## src/rtl/asi_pkg.sv

```systemverilog
// shared types and constants for the segment intersection block
package asi_pkg;

    localparam int COORD_WIDTH = 16;
    localparam int SPAN_W      = COORD_WIDTH + 1;     // differences of two coordinates
    localparam int PROD_W      = 2 * SPAN_W;          // product of two span magnitudes
    localparam int FL_W        = COORD_WIDTH + 3;     // base coordinate plus signed quotient
    localparam int IN_W        = 8 * COORD_WIDTH;
    localparam int OUT_FIELD_W = 1 + 2 * COORD_WIDTH;
    localparam int OUT_W       = ((OUT_FIELD_W + 7) / 8) * 8;

    // everything an item carries alongside the division
    typedef struct packed {
        logic                          vert;      // line is x = c, else y = c
        logic                          fail;      // already known to miss
        logic                          coll;      // b runs parallel to the line
        logic                          coll_hit;
        logic signed [COORD_WIDTH-1:0] coll_v;
        logic signed [COORD_WIDTH-1:0] c;
        logic signed [COORD_WIDTH-1:0] lo;
        logic signed [COORD_WIDTH-1:0] hi;
        logic signed [COORD_WIDTH-1:0] v0;
        logic                          neg;       // quotient is negative: v1 lies below v0
    } asi_side_t;

    // one division cell's view of an item
    typedef struct packed {
        logic [SPAN_W-1:0] rem;
        logic [SPAN_W-1:0] low;
        logic [SPAN_W-1:0] quo;
        logic [SPAN_W-1:0] den;
        asi_side_t         side;
    } asi_div_t;

endpackage

```

## src/rtl/asi_front.sv

```systemverilog
// case selection, span set-up and the product ahead of the divider
module asi_front (
    input  logic                    clk,
    input  logic                    rst_n,
    input  logic                    in_valid,
    output logic                    in_ready,
    input  logic [asi_pkg::IN_W-1:0] in_data,
    output logic                    out_valid,
    input  logic                    out_ready,
    output asi_pkg::asi_div_t       out_data
);
    import asi_pkg::*;

    typedef logic signed [COORD_WIDTH-1:0] crd_t;
    typedef logic signed [SPAN_W:0]        wide_t;

    crd_t ax0, ay0, ax1, ay1, bx0, by0, bx1, by1;
    crd_t c, lo, hi, u0, v0, u1, v1, blo, bhi, olo, ohi;
    wide_t den, num, dv, den_n, num_n;
    logic vert, horz;
    asi_side_t side_next;

    logic                 a_valid_reg;
    asi_side_t            a_side_reg;
    logic [SPAN_W-1:0]    mag_reg, num_reg, den_reg;
    logic                 b_valid_reg;
    asi_side_t            b_side_reg;
    logic [PROD_W-1:0]    prod_reg;
    logic [SPAN_W-1:0]    den_b_reg;
    logic                 a_ready, b_ready;

    assign ax0 = $signed(in_data[0*COORD_WIDTH +: COORD_WIDTH]);
    assign ay0 = $signed(in_data[1*COORD_WIDTH +: COORD_WIDTH]);
    assign ax1 = $signed(in_data[2*COORD_WIDTH +: COORD_WIDTH]);
    assign ay1 = $signed(in_data[3*COORD_WIDTH +: COORD_WIDTH]);
    assign bx0 = $signed(in_data[4*COORD_WIDTH +: COORD_WIDTH]);
    assign by0 = $signed(in_data[5*COORD_WIDTH +: COORD_WIDTH]);
    assign bx1 = $signed(in_data[6*COORD_WIDTH +: COORD_WIDTH]);
    assign by1 = $signed(in_data[7*COORD_WIDTH +: COORD_WIDTH]);

    always_comb
    begin
        vert = (ax0 == ax1);
        horz = (ay0 == ay1);
        if (vert)
        begin
            c  = ax0;
            lo = (ay0 < ay1) ? ay0 : ay1;
            hi = (ay0 < ay1) ? ay1 : ay0;
            u0 = bx0; v0 = by0; u1 = bx1; v1 = by1;
        end
        else
        begin
            c  = ay0;
            lo = (ax0 < ax1) ? ax0 : ax1;
            hi = (ax0 < ax1) ? ax1 : ax0;
            u0 = by0; v0 = bx0; u1 = by1; v1 = bx1;
        end
        den = wide_t'(u1) - wide_t'(u0);
        num = wide_t'(c) - wide_t'(u0);
        dv  = wide_t'(v1) - wide_t'(v0);
        den_n = den[SPAN_W] ? -den : den;
        num_n = den[SPAN_W] ? -num : num;
        // overlap of the two spans when b lies on the line
        blo = (v0 < v1) ? v0 : v1;
        bhi = (v0 < v1) ? v1 : v0;
        olo = (lo > blo) ? lo : blo;
        ohi = (hi < bhi) ? hi : bhi;

        side_next.vert     = vert;
        side_next.coll     = (den == '0);
        // a slanted a never hits, even with b along one of its coordinates
        side_next.coll_hit = (vert || horz) && (u0 == c) && (olo <= ohi);
        side_next.coll_v   = olo;
        side_next.fail     = !(vert || horz) ||
                             (den != '0 && (num_n[SPAN_W] || num_n > den_n));
        side_next.c        = c;
        side_next.lo       = lo;
        side_next.hi       = hi;
        side_next.v0       = v0;
        side_next.neg      = dv[SPAN_W];
    end

    assign a_ready  = !a_valid_reg || b_ready;
    assign b_ready  = !b_valid_reg || out_ready;
    assign in_ready = a_ready;

    always_ff @(posedge clk or negedge rst_n)
    begin
        if (!rst_n)
        begin
            a_valid_reg <= 1'b0;
            b_valid_reg <= 1'b0;
        end
        else
        begin
            if (a_ready)
                a_valid_reg <= in_valid;
            if (b_ready)
                b_valid_reg <= a_valid_reg;
        end
    end

    always_ff @(posedge clk)
    begin
        if (a_ready && in_valid)
        begin
            a_side_reg <= side_next;
            mag_reg    <= dv[SPAN_W] ? SPAN_W'(-dv) : SPAN_W'(dv);
            num_reg    <= SPAN_W'(num_n);
            den_reg    <= SPAN_W'(den_n);
        end
        if (b_ready && a_valid_reg)
        begin
            b_side_reg <= a_side_reg;
            prod_reg   <= PROD_W'(mag_reg) * PROD_W'(num_reg);
            den_b_reg  <= den_reg;
        end
    end

    assign out_valid     = b_valid_reg;
    assign out_data.rem  = prod_reg[PROD_W-1:SPAN_W];
    assign out_data.low  = prod_reg[SPAN_W-1:0];
    assign out_data.quo  = '0;
    assign out_data.den  = den_b_reg;
    assign out_data.side = b_side_reg;

endmodule

```

## src/rtl/asi_div_cell.sv

```systemverilog
// one restoring division cell: one quotient bit per item
module asi_div_cell (
    input  logic              clk,
    input  logic              rst_n,
    input  logic              in_valid,
    output logic              in_ready,
    input  asi_pkg::asi_div_t in_data,
    output logic              out_valid,
    input  logic              out_ready,
    output asi_pkg::asi_div_t out_data
);
    import asi_pkg::*;

    logic              valid_reg;
    asi_div_t          data_reg;
    asi_div_t          data_next;
    logic [SPAN_W:0]   trial;
    logic [SPAN_W:0]   diff;

    always_comb
    begin
        trial     = {in_data.rem, in_data.low[SPAN_W-1]};
        diff      = trial - {1'b0, in_data.den};
        data_next = in_data;
        data_next.low = {in_data.low[SPAN_W-2:0], 1'b0};
        if (!diff[SPAN_W])
        begin
            data_next.rem = diff[SPAN_W-1:0];
            data_next.quo = {in_data.quo[SPAN_W-2:0], 1'b1};
        end
        else
        begin
            data_next.rem = trial[SPAN_W-1:0];
            data_next.quo = {in_data.quo[SPAN_W-2:0], 1'b0};
        end
    end

    assign in_ready = !valid_reg || out_ready;

    always_ff @(posedge clk or negedge rst_n)
    begin
        if (!rst_n)
            valid_reg <= 1'b0;
        else if (in_ready)
            valid_reg <= in_valid;
    end

    always_ff @(posedge clk)
    begin
        if (in_ready && in_valid)
            data_reg <= data_next;
    end

    assign out_valid = valid_reg;
    assign out_data  = data_reg;

`ifndef NO_ASSERTIONS
    // partial remainder stays below the divisor for items that need the quotient
    a_rem_below_den: assert property (@(posedge clk) disable iff (!rst_n)
        valid_reg && !data_reg.side.fail && !data_reg.side.coll |-> data_reg.rem < data_reg.den)
        else $error("remainder not below divisor");
    // a stalled cell keeps its item
    a_stall_hold: assert property (@(posedge clk) disable iff (!rst_n)
        valid_reg && !out_ready |=> valid_reg && $stable(data_reg))
        else $error("stalled cell lost its item");
`endif

endmodule

```

## src/rtl/asi_back.sv

```systemverilog
// rounding, span checks and the output register
module asi_back (
    input  logic                         clk,
    input  logic                         rst_n,
    input  logic                         in_valid,
    output logic                         in_ready,
    input  asi_pkg::asi_div_t            in_data,
    output logic                         out_valid,
    input  logic                         out_ready,
    output logic [asi_pkg::OUT_W-1:0]    out_data
);
    import asi_pkg::*;

    typedef logic signed [FL_W-1:0] fl_t;

    fl_t  q_pos, q, fl, lo, hi;
    logic frac, hit_next;
    logic signed [COORD_WIDTH-1:0] hv, hx, hy;
    logic                          valid_reg;
    logic [OUT_W-1:0]              data_reg;

    always_comb
    begin
        frac  = (in_data.rem != '0);
        q_pos = $signed({{(FL_W-SPAN_W){1'b0}}, in_data.quo});
        // floor of a negative quotient: ~x is -x-1
        q     = in_data.side.neg ? (frac ? ~q_pos : -q_pos) : q_pos;
        fl    = fl_t'(in_data.side.v0) + q;
        lo    = fl_t'(in_data.side.lo);
        hi    = fl_t'(in_data.side.hi);
        if (in_data.side.coll)
        begin
            hit_next = in_data.side.coll_hit;
            hv       = in_data.side.coll_v;
        end
        else
        begin
            hit_next = !in_data.side.fail && !(fl < lo) && !(frac ? (fl >= hi) : (fl > hi));
            hv       = (frac && fl[FL_W-1]) ? COORD_WIDTH'(fl + 1) : COORD_WIDTH'(fl);
        end
        hx = in_data.side.vert ? in_data.side.c : hv;
        hy = in_data.side.vert ? hv : in_data.side.c;
        if (!hit_next)
        begin
            hx = '0;
            hy = '0;
        end
    end

    assign in_ready = !valid_reg || out_ready;

    always_ff @(posedge clk or negedge rst_n)
    begin
        if (!rst_n)
            valid_reg <= 1'b0;
        else if (in_ready)
            valid_reg <= in_valid;
    end

    always_ff @(posedge clk)
    begin
        if (in_ready && in_valid)
            data_reg <= OUT_W'({hy, hx, hit_next});
    end

    assign out_valid = valid_reg;
    assign out_data  = data_reg;

endmodule

```

## src/rtl/axis_segment_intersection.sv

```systemverilog
// top level: streaming segment intersection with a pipelined divider chain
// One item (two segments) in, one item (hit flag and point) out. The block
// is fully pipelined and takes one item per cycle while m_tready stays high.
// It has two set-up stages (span selection, then the 17x17 product), 17 division
// cells each settling one quotient bit, and the output register. Every stage
// has its own valid bit and stalls only when the stage after it is full, so a
// held result at the output does not stop new items from entering while
// bubbles remain. No state survives an item and reset only clears valid bits.
module axis_segment_intersection (
    input  logic                          clk,
    input  logic                          rst_n,
    input  logic                          s_tvalid,
    output logic                          s_tready,
    // a_x0, a_y0, a_x1, a_y1, b_x0, b_y0, b_x1, b_y1, 16 bits each
    input  logic [asi_pkg::IN_W-1:0]      s_tdata,
    output logic                          m_tvalid,
    input  logic                          m_tready,
    // hit [0], hit_x [16:1], hit_y [32:17], zero fill above
    output logic [asi_pkg::OUT_W-1:0]     m_tdata
);
    import asi_pkg::*;

    // handshake and payload between the chain's links
    logic     chain_valid [SPAN_W+1];
    logic     chain_ready [SPAN_W+1];
    asi_div_t chain_data  [SPAN_W+1];

    // case selection and product
    asi_front u_front (
        .clk       (clk),
        .rst_n     (rst_n),
        .in_valid  (s_tvalid),
        .in_ready  (s_tready),
        .in_data   (s_tdata),
        .out_valid (chain_valid[0]),
        .out_ready (chain_ready[0]),
        .out_data  (chain_data[0])
    );

    // one cell per quotient bit, most significant first
    for (genvar i = 0; i < SPAN_W; i++)
    begin : g_cell
        asi_div_cell u_cell (
            .clk       (clk),
            .rst_n     (rst_n),
            .in_valid  (chain_valid[i]),
            .in_ready  (chain_ready[i]),
            .in_data   (chain_data[i]),
            .out_valid (chain_valid[i+1]),
            .out_ready (chain_ready[i+1]),
            .out_data  (chain_data[i+1])
        );
    end

    // rounding toward zero, span checks, output register
    asi_back u_back (
        .clk       (clk),
        .rst_n     (rst_n),
        .in_valid  (chain_valid[SPAN_W]),
        .in_ready  (chain_ready[SPAN_W]),
        .in_data   (chain_data[SPAN_W]),
        .out_valid (m_tvalid),
        .out_ready (m_tready),
        .out_data  (m_tdata)
    );

`ifndef NO_ASSERTIONS
    // a miss reports a zero point
    a_miss_zero: assert property (@(posedge clk) disable iff (!rst_n)
        m_tvalid && !m_tdata[0] |-> m_tdata[OUT_W-1:1] == '0)
        else $error("miss with a non-zero point");
`endif

endmodule
```

## config.mk

```make
export PLATFORM = sky130hd
export DESIGN_NAME = axis_segment_intersection
export DESIGN_NICKNAME = d
export VERILOG_FILES = /design/src/rtl/asi_pkg.sv /design/src/rtl/asi_front.sv /design/src/rtl/asi_div_cell.sv /design/src/rtl/asi_back.sv /design/src/rtl/axis_segment_intersection.sv
export SDC_FILE = /design/constraint.sdc
export NUM_CORES = 2
export LEC_CHECK = 0
export BUFFER_PORTS_ARGS = -buffer_cell sky130_fd_sc_hd__buf_2
export CORE_ASPECT_RATIO = 2
export CORE_UTILIZATION = 34
export CTS_BUF_LIST = sky130_fd_sc_hd__clkbuf_4 sky130_fd_sc_hd__clkbuf_8
export DETAILED_ROUTE_END_ITERATION = 10
export GPL_TIMING_DRIVEN = 1
export PLACE_DENSITY = 0.48
export SYNTH_ARGS = -nofsm -noshare
export SYNTH_HDL_FRONTEND = slang
export SYNTH_SLANG_ARGS = --single-unit
export TNS_END_PERCENT = 5
```

## constraint.sdc

```tcl
create_clock -name clk -period 10.45 [get_ports clk]
set_input_delay 1.045 -clock clk [delete_from_list [all_inputs] [get_ports clk]]
set_output_delay 1.045 -clock clk [all_outputs]
set_load 0.005 [all_outputs]
```

* Word-level counts from Yosys, hierarchy flattened *
Index checks and enable logic that the tools add are counted.

cells by class
  add/subtract/negate cells = 26
  reductions and logical operators = 76
  multiplexer cells = 60
  $lt $le $gt $ge = 10
  $mul = 1
  eq/ne operators = 3
  bitwise gates (word level) = 1

operators by type and width
  kind                 count
  $mux W17             18
  $sub A18 B17 Y18     17
  $mux W16             19
  $lt A16 B16 Y1       4
  $sub A16 B16 Y17     3
  $eq A16 B16 Y1       3
  $mux W19             2
  $mux W18             2
  $neg A18 Y18         2
  $mul A17 B17 Y34     1
  $logic_and A1 B1 Y1  26
  $logic_not A1 Y1     24
  $logic_or A1 B1 Y1   23
  $add A16 B19 Y19     1
  $ge A19 B16 Y1       1
  $gt A19 B16 Y1       1
  $lt A19 B16 Y1       1
  $mux W1              19
  $neg A17 Y19         1
  $not A17 Y19         1
  $gt A18 B18 Y1       1
  $logic_not A18 Y1    1
  $reduce_bool A18 Y1  1
  $neg A17 Y17         1
  other kinds (4)      4

storage, ports and cells
  output and inout bits = 42
  register bits = 2,620
  logic and storage cells = 460
  input bits = 132

* Longest topological paths before layout *
  word-level depth = 22
  gate-level depth with buffers = 46
  mapped depth without buffers = 42

* By module *
A second synthesis with hierarchy kept.

unflattened totals
  cells, all modules = 8,719
  area, all modules = 131,026.9 um2

by module, submodules not included
  module        instances  cells an instance  area an instance (um2)  seq. area each (um2)
  asi_div_cell  17         328                5,906.9                 4,589.4
  asi_front     1          2,617              26,210.1                8,217.9
  asi_back      1          526                4,399.2                 1,016.0

* Worst setup path before layout *
OpenSTA, ideal clock, no wires.

  kind = input to register
  from = input s_tdata[35] (netlist name)
  to = register u_front.a_side_reg[81] (netlist name) (data pin)
  data arrival time = 9.079 ns
  path buffers = 5
  library setup time = 0.258 ns
  slack = 1.114 ns
  cell stages on the path = 44
  data required time = 10.192 ns
  cells stage by stage = inv_1 ha_1 nand4_1 nor4_4 buf_2 buf_1 mux2i_1 inv_1 ha_1 nor2b_1 nor3_1 mux2i_1 a211oi_2 nor2_1 a21oi_2 nor2_1 o21ai_1 buf_4 [8 not listed] nand2_1 o21ai_0 nor2_1 a311oi_4 buf_6 mux2i_1 ha_1 nor2b_1 o21a_1 o21a_1 o21a_1 o21a_1 o21a_1 o21ai_0 nand2b_1 a21oi_1 a2bb2oi_1 a21oi_1

RTL lines
  element               RTL line                         text
  start, declared       axis_segment_intersection.sv:15  input logic [asi_pkg::IN_W-1:0] s_tdata,
  end signal, assigned  asi_front.sv:108                 a_side_reg <= side_next;
  end, declared         asi_front.sv:24                  asi_side_t a_side_reg;

==> flow_metrics.py <==
metrics = {
    "die": {
        "rows": 304,
        "dieArea_um2": 346000,
        "dieHeight_um": 831,
        "start_util": 0.342,
        "io_pins": 174,
        "core_um2": 342000,
        "die_w_um": 417,
    },
    "min_path": {
        "min-delay-path-class": "in2reg",
        "holdCritStartpoint": "s_tvalid",
        "whs_path_depth": 2,
    },
    "setup_path": {
        "cp.required_ns": 11.16,
        "crit_path_max_fanout": 15,
        "regToRegSetupSlack_ns": 2.10,
        "reg2reg_depth": 29,
        "end_kind": "register",
        "r2r-start": "g_cell[16].u_cell.out_data[137]",
        "critPathMostFrequentCell": "o21a_1",
        "cp-startpoint": "s_tdata[37]",
        "r2r-end": "u_back.out_data[19]",
        "crit_path_start_kind": "input port",
        "cpPeakStageDelay_ns": 0.48,
        "crit_type": "in2reg",
        "crit_path_end": "u_front.a_side_reg[81]",
        "cp_data_arrival_time_ns": 9.65,
        "cp_slowest_cell": "a311oi_4",
    },
    "clocking": {
        "tritoncts": "done",
        "tritoncts.num_buffers": 376,
        "cts-root-buf": "clkbuf_8",
        "h-tree-depth": 5,
        "clk_pin_slew_worst_paths_ns": 0.07,
        "clockBufferDepth": 4,
        "clock_sinks": 2620,
        "insertion_delay_ns": 0.98,
        "ctsResizeCount": 0,
    },
    "timing": {
        "setup_violations": 0,
        "rsz0062_at_grt": "no",
        "worst_slew_pin_slew_ns": 1.18,
        "finalMaxSlewViolations": 0,
        "hold_violations": 0,
        "period_needed_ns": 8.93,
        "post-route-period-util": 0.855,
        "fmax_ghz": 0.112,
        "tns_ns": 0,
        "finClkSkew_ns": 0.0727,
        "relSlewSlack": 0.211,
    },
    "detailed_routing": {
        "vias": 62000,
        "wire_per_inst_um": 18.8,
        "drc": 0,
        "drtAntennaViolNets": 0,
        "routed_wirelength_um": 249000,
        "drt-initial-drc-count": 2386,
        "viasPerCell": 4.67,
        "first_pass_iters": 5,
    },
    "synth": {
        "yosys_warnings": 0,
        "synth_area_um2": 117000,
        "synthFlopType": "edfxtp_1",
        "yosysSeqAreaShare": 0.672,
        "yosysUniqueCellTypes": 81,
        "syn_inst": 7845,
        "synth_edf_count": 2600,
        "async_reset_ff_frac": 0.00763,
        "syn-mean-instance-area_um2": 14.9,
        "ys_ff_latch": 2620,
    },
    "global_routing": {
        "first_global_vias": 68300,
        "grt_max_degree": 118,
        "antenna_found_initial": 7,
        "grt_pass1_wl_um": 382000,
        "grt_usage": 0.143,
        "gr-total-overflow": 0,
    },
    "placement": {
        "place_congestion": 0.903,
        "dpl.hpwl_um": 194000,
        "io_buffers": 166,
    },
    "cells_and_area": {
        "largest_reg_flops": 2295,
        "nNetsFinal": 9523,
        "nFillCells": 31900,
        "syn_to_final_growth_pct": 13.4,
        "drive_gt1_frac": 0.150,
    },
    "run_status": {
        "status": "completed",
    },
    "flow_run": {
        "max_cap_viol_count": 0,
    },
}
worst min-delay path by stage:
stage | to | slack [ns]
after detailed placement | g_cell[0].u_cell.out_data[127] | 0.40
final | u_front.a_valid_reg | 0.29
after floorplan | g_cell[0].u_cell.out_data[0] | 0.40
after CTS | u_front.a_valid_reg | 0.14
after global routing | u_front.a_valid_reg | 0.21
after global placement | g_cell[2].u_cell.out_data[103] | 0.40
cells in the mapped netlist, types with 116 or more instances:
library cell  number  share of area
edfxtp_1        2600           0.67
mux2i_1          143          0.012
nor2_1           294         0.0094
o21ai_0          205         0.0088
and2_1           144         0.0077
mux2_2           203          0.020
fa_1             245          0.042
ha_1             600          0.064
a21oi_1          350          0.015
xnor2_1          292          0.022
o21a_1           116         0.0074
nand2_1          493          0.016
inv_1            802          0.026
cell type report:
| class | count | area, µm² | share of cell area |
|---|---|---|---|
| sequential | 2620 | 78600 | 0.593 |
| multi-input combinational | 4300 | 35200 | 0.265 |
| clock buffer | 496 | 6130 | 0.0462 |
| tap | 4437 | 5550 | 0.0419 |
| timing repair buffer | 446 | 3050 | 0.0230 |
| inverter | 802 | 3010 | 0.0227 |
| clock inverter | 167 | 1130 | 0.00853 |
| antenna | 6 | 15.0 | 0.000113 |
per-stage QoR:
stage | util | std cells | cell area [µm²] | setup slack, ns | hold WS [ns]
after floorplan | - | 7851 | 117000 | 1.11 | 0.400
after global placement | 0.366 | 12600 | 125000 | 0.366 | 0.401
after detailed placement | 0.366 | 12600 | 125000 | 0.495 | 0.405
after CTS | 0.387 | 13300 | 133000 | 1.60 | 0.138
after global routing | 0.387 | 13300 | 133000 | 1.06 | 0.211
final | 0.387 | 13300 | 133000 | 1.52 | 0.291
worst max-delay path, delay by kind of cell:
family	cells	cell delay, ns
AO/OA/AOI/OAI	17	3.22
AND/OR/NAND/NOR	9	1.84
multiplexers	3	0.96
adder cells (fa/ha/maj)	4	1.06
buffers and inverters	10	1.48
placed cells by master (no fill, tap or decap), types with 86 or more instances in the layout:
master / synthesis / layout
xnor2_1: 292 / 284
clkbuf_8: 0 / 385
nand2_1: 493 / 493
inv_1: 802 / 802
nor2_1: 294 / 292
o21ai_0: 205 / 205
ha_1: 600 / 600
o21a_1: 116 / 116
mux2_2: 203 / 203
nor2b_1: 114 / 106
xor2_1: 112 / 103
buf_4: 8 / 270
buf_2: 8 / 166
and2_1: 144 / 133
a21oi_1: 350 / 350
edfxtp_1: 2600 / 2600
nand2b_1: 108 / 108
fa_1: 245 / 245
nor3_1: 86 / 86
a21o_1: 97 / 97
mux2i_1: 143 / 142
clkbuf_4: 0 / 111
clkinv_1: 0 / 86
metal layers:
| metal | GRT usage | vias to the layer above | wire length, µm |
|---|---|---|---|
| li1 | - | 30100 | - |
| met1 | 0.122 | 30300 | 79400 |
| met2 | 0.296 | 1058 | 145000 |
| met3 | 0.0192 | 595 | 7040 |
| met4 | 0.0953 | 2 | 17500 |
| met5 | 0 | - | 13 |
kinds of logic (layout without fill, tap and decap cells):
family	Yosys count	count (layout)	synth area share
multiplexers	346	346	0.0318
adder cells (fa/ha/maj)	845	845	0.106
flip-flops	2620	2620	0.672
AND/OR/NAND/NOR	1523	1523	0.0638
XOR/XNOR	404	404	0.0303
buffers and inverters	931	1911	0.0303
other	2	14	0.0000642
AO/OA/AOI/OAI	1174	1174	0.0659
what timing repair did:
action | 4_1_cts | 5_1_grt
hold endpoints to repair | 20 | 0
setup buffers | 0 | 0
hold buffers | 1 | 0
Power is not shown: default switching activity piles up to over one toggle a cycle in this logic, so the estimate is an artifact.
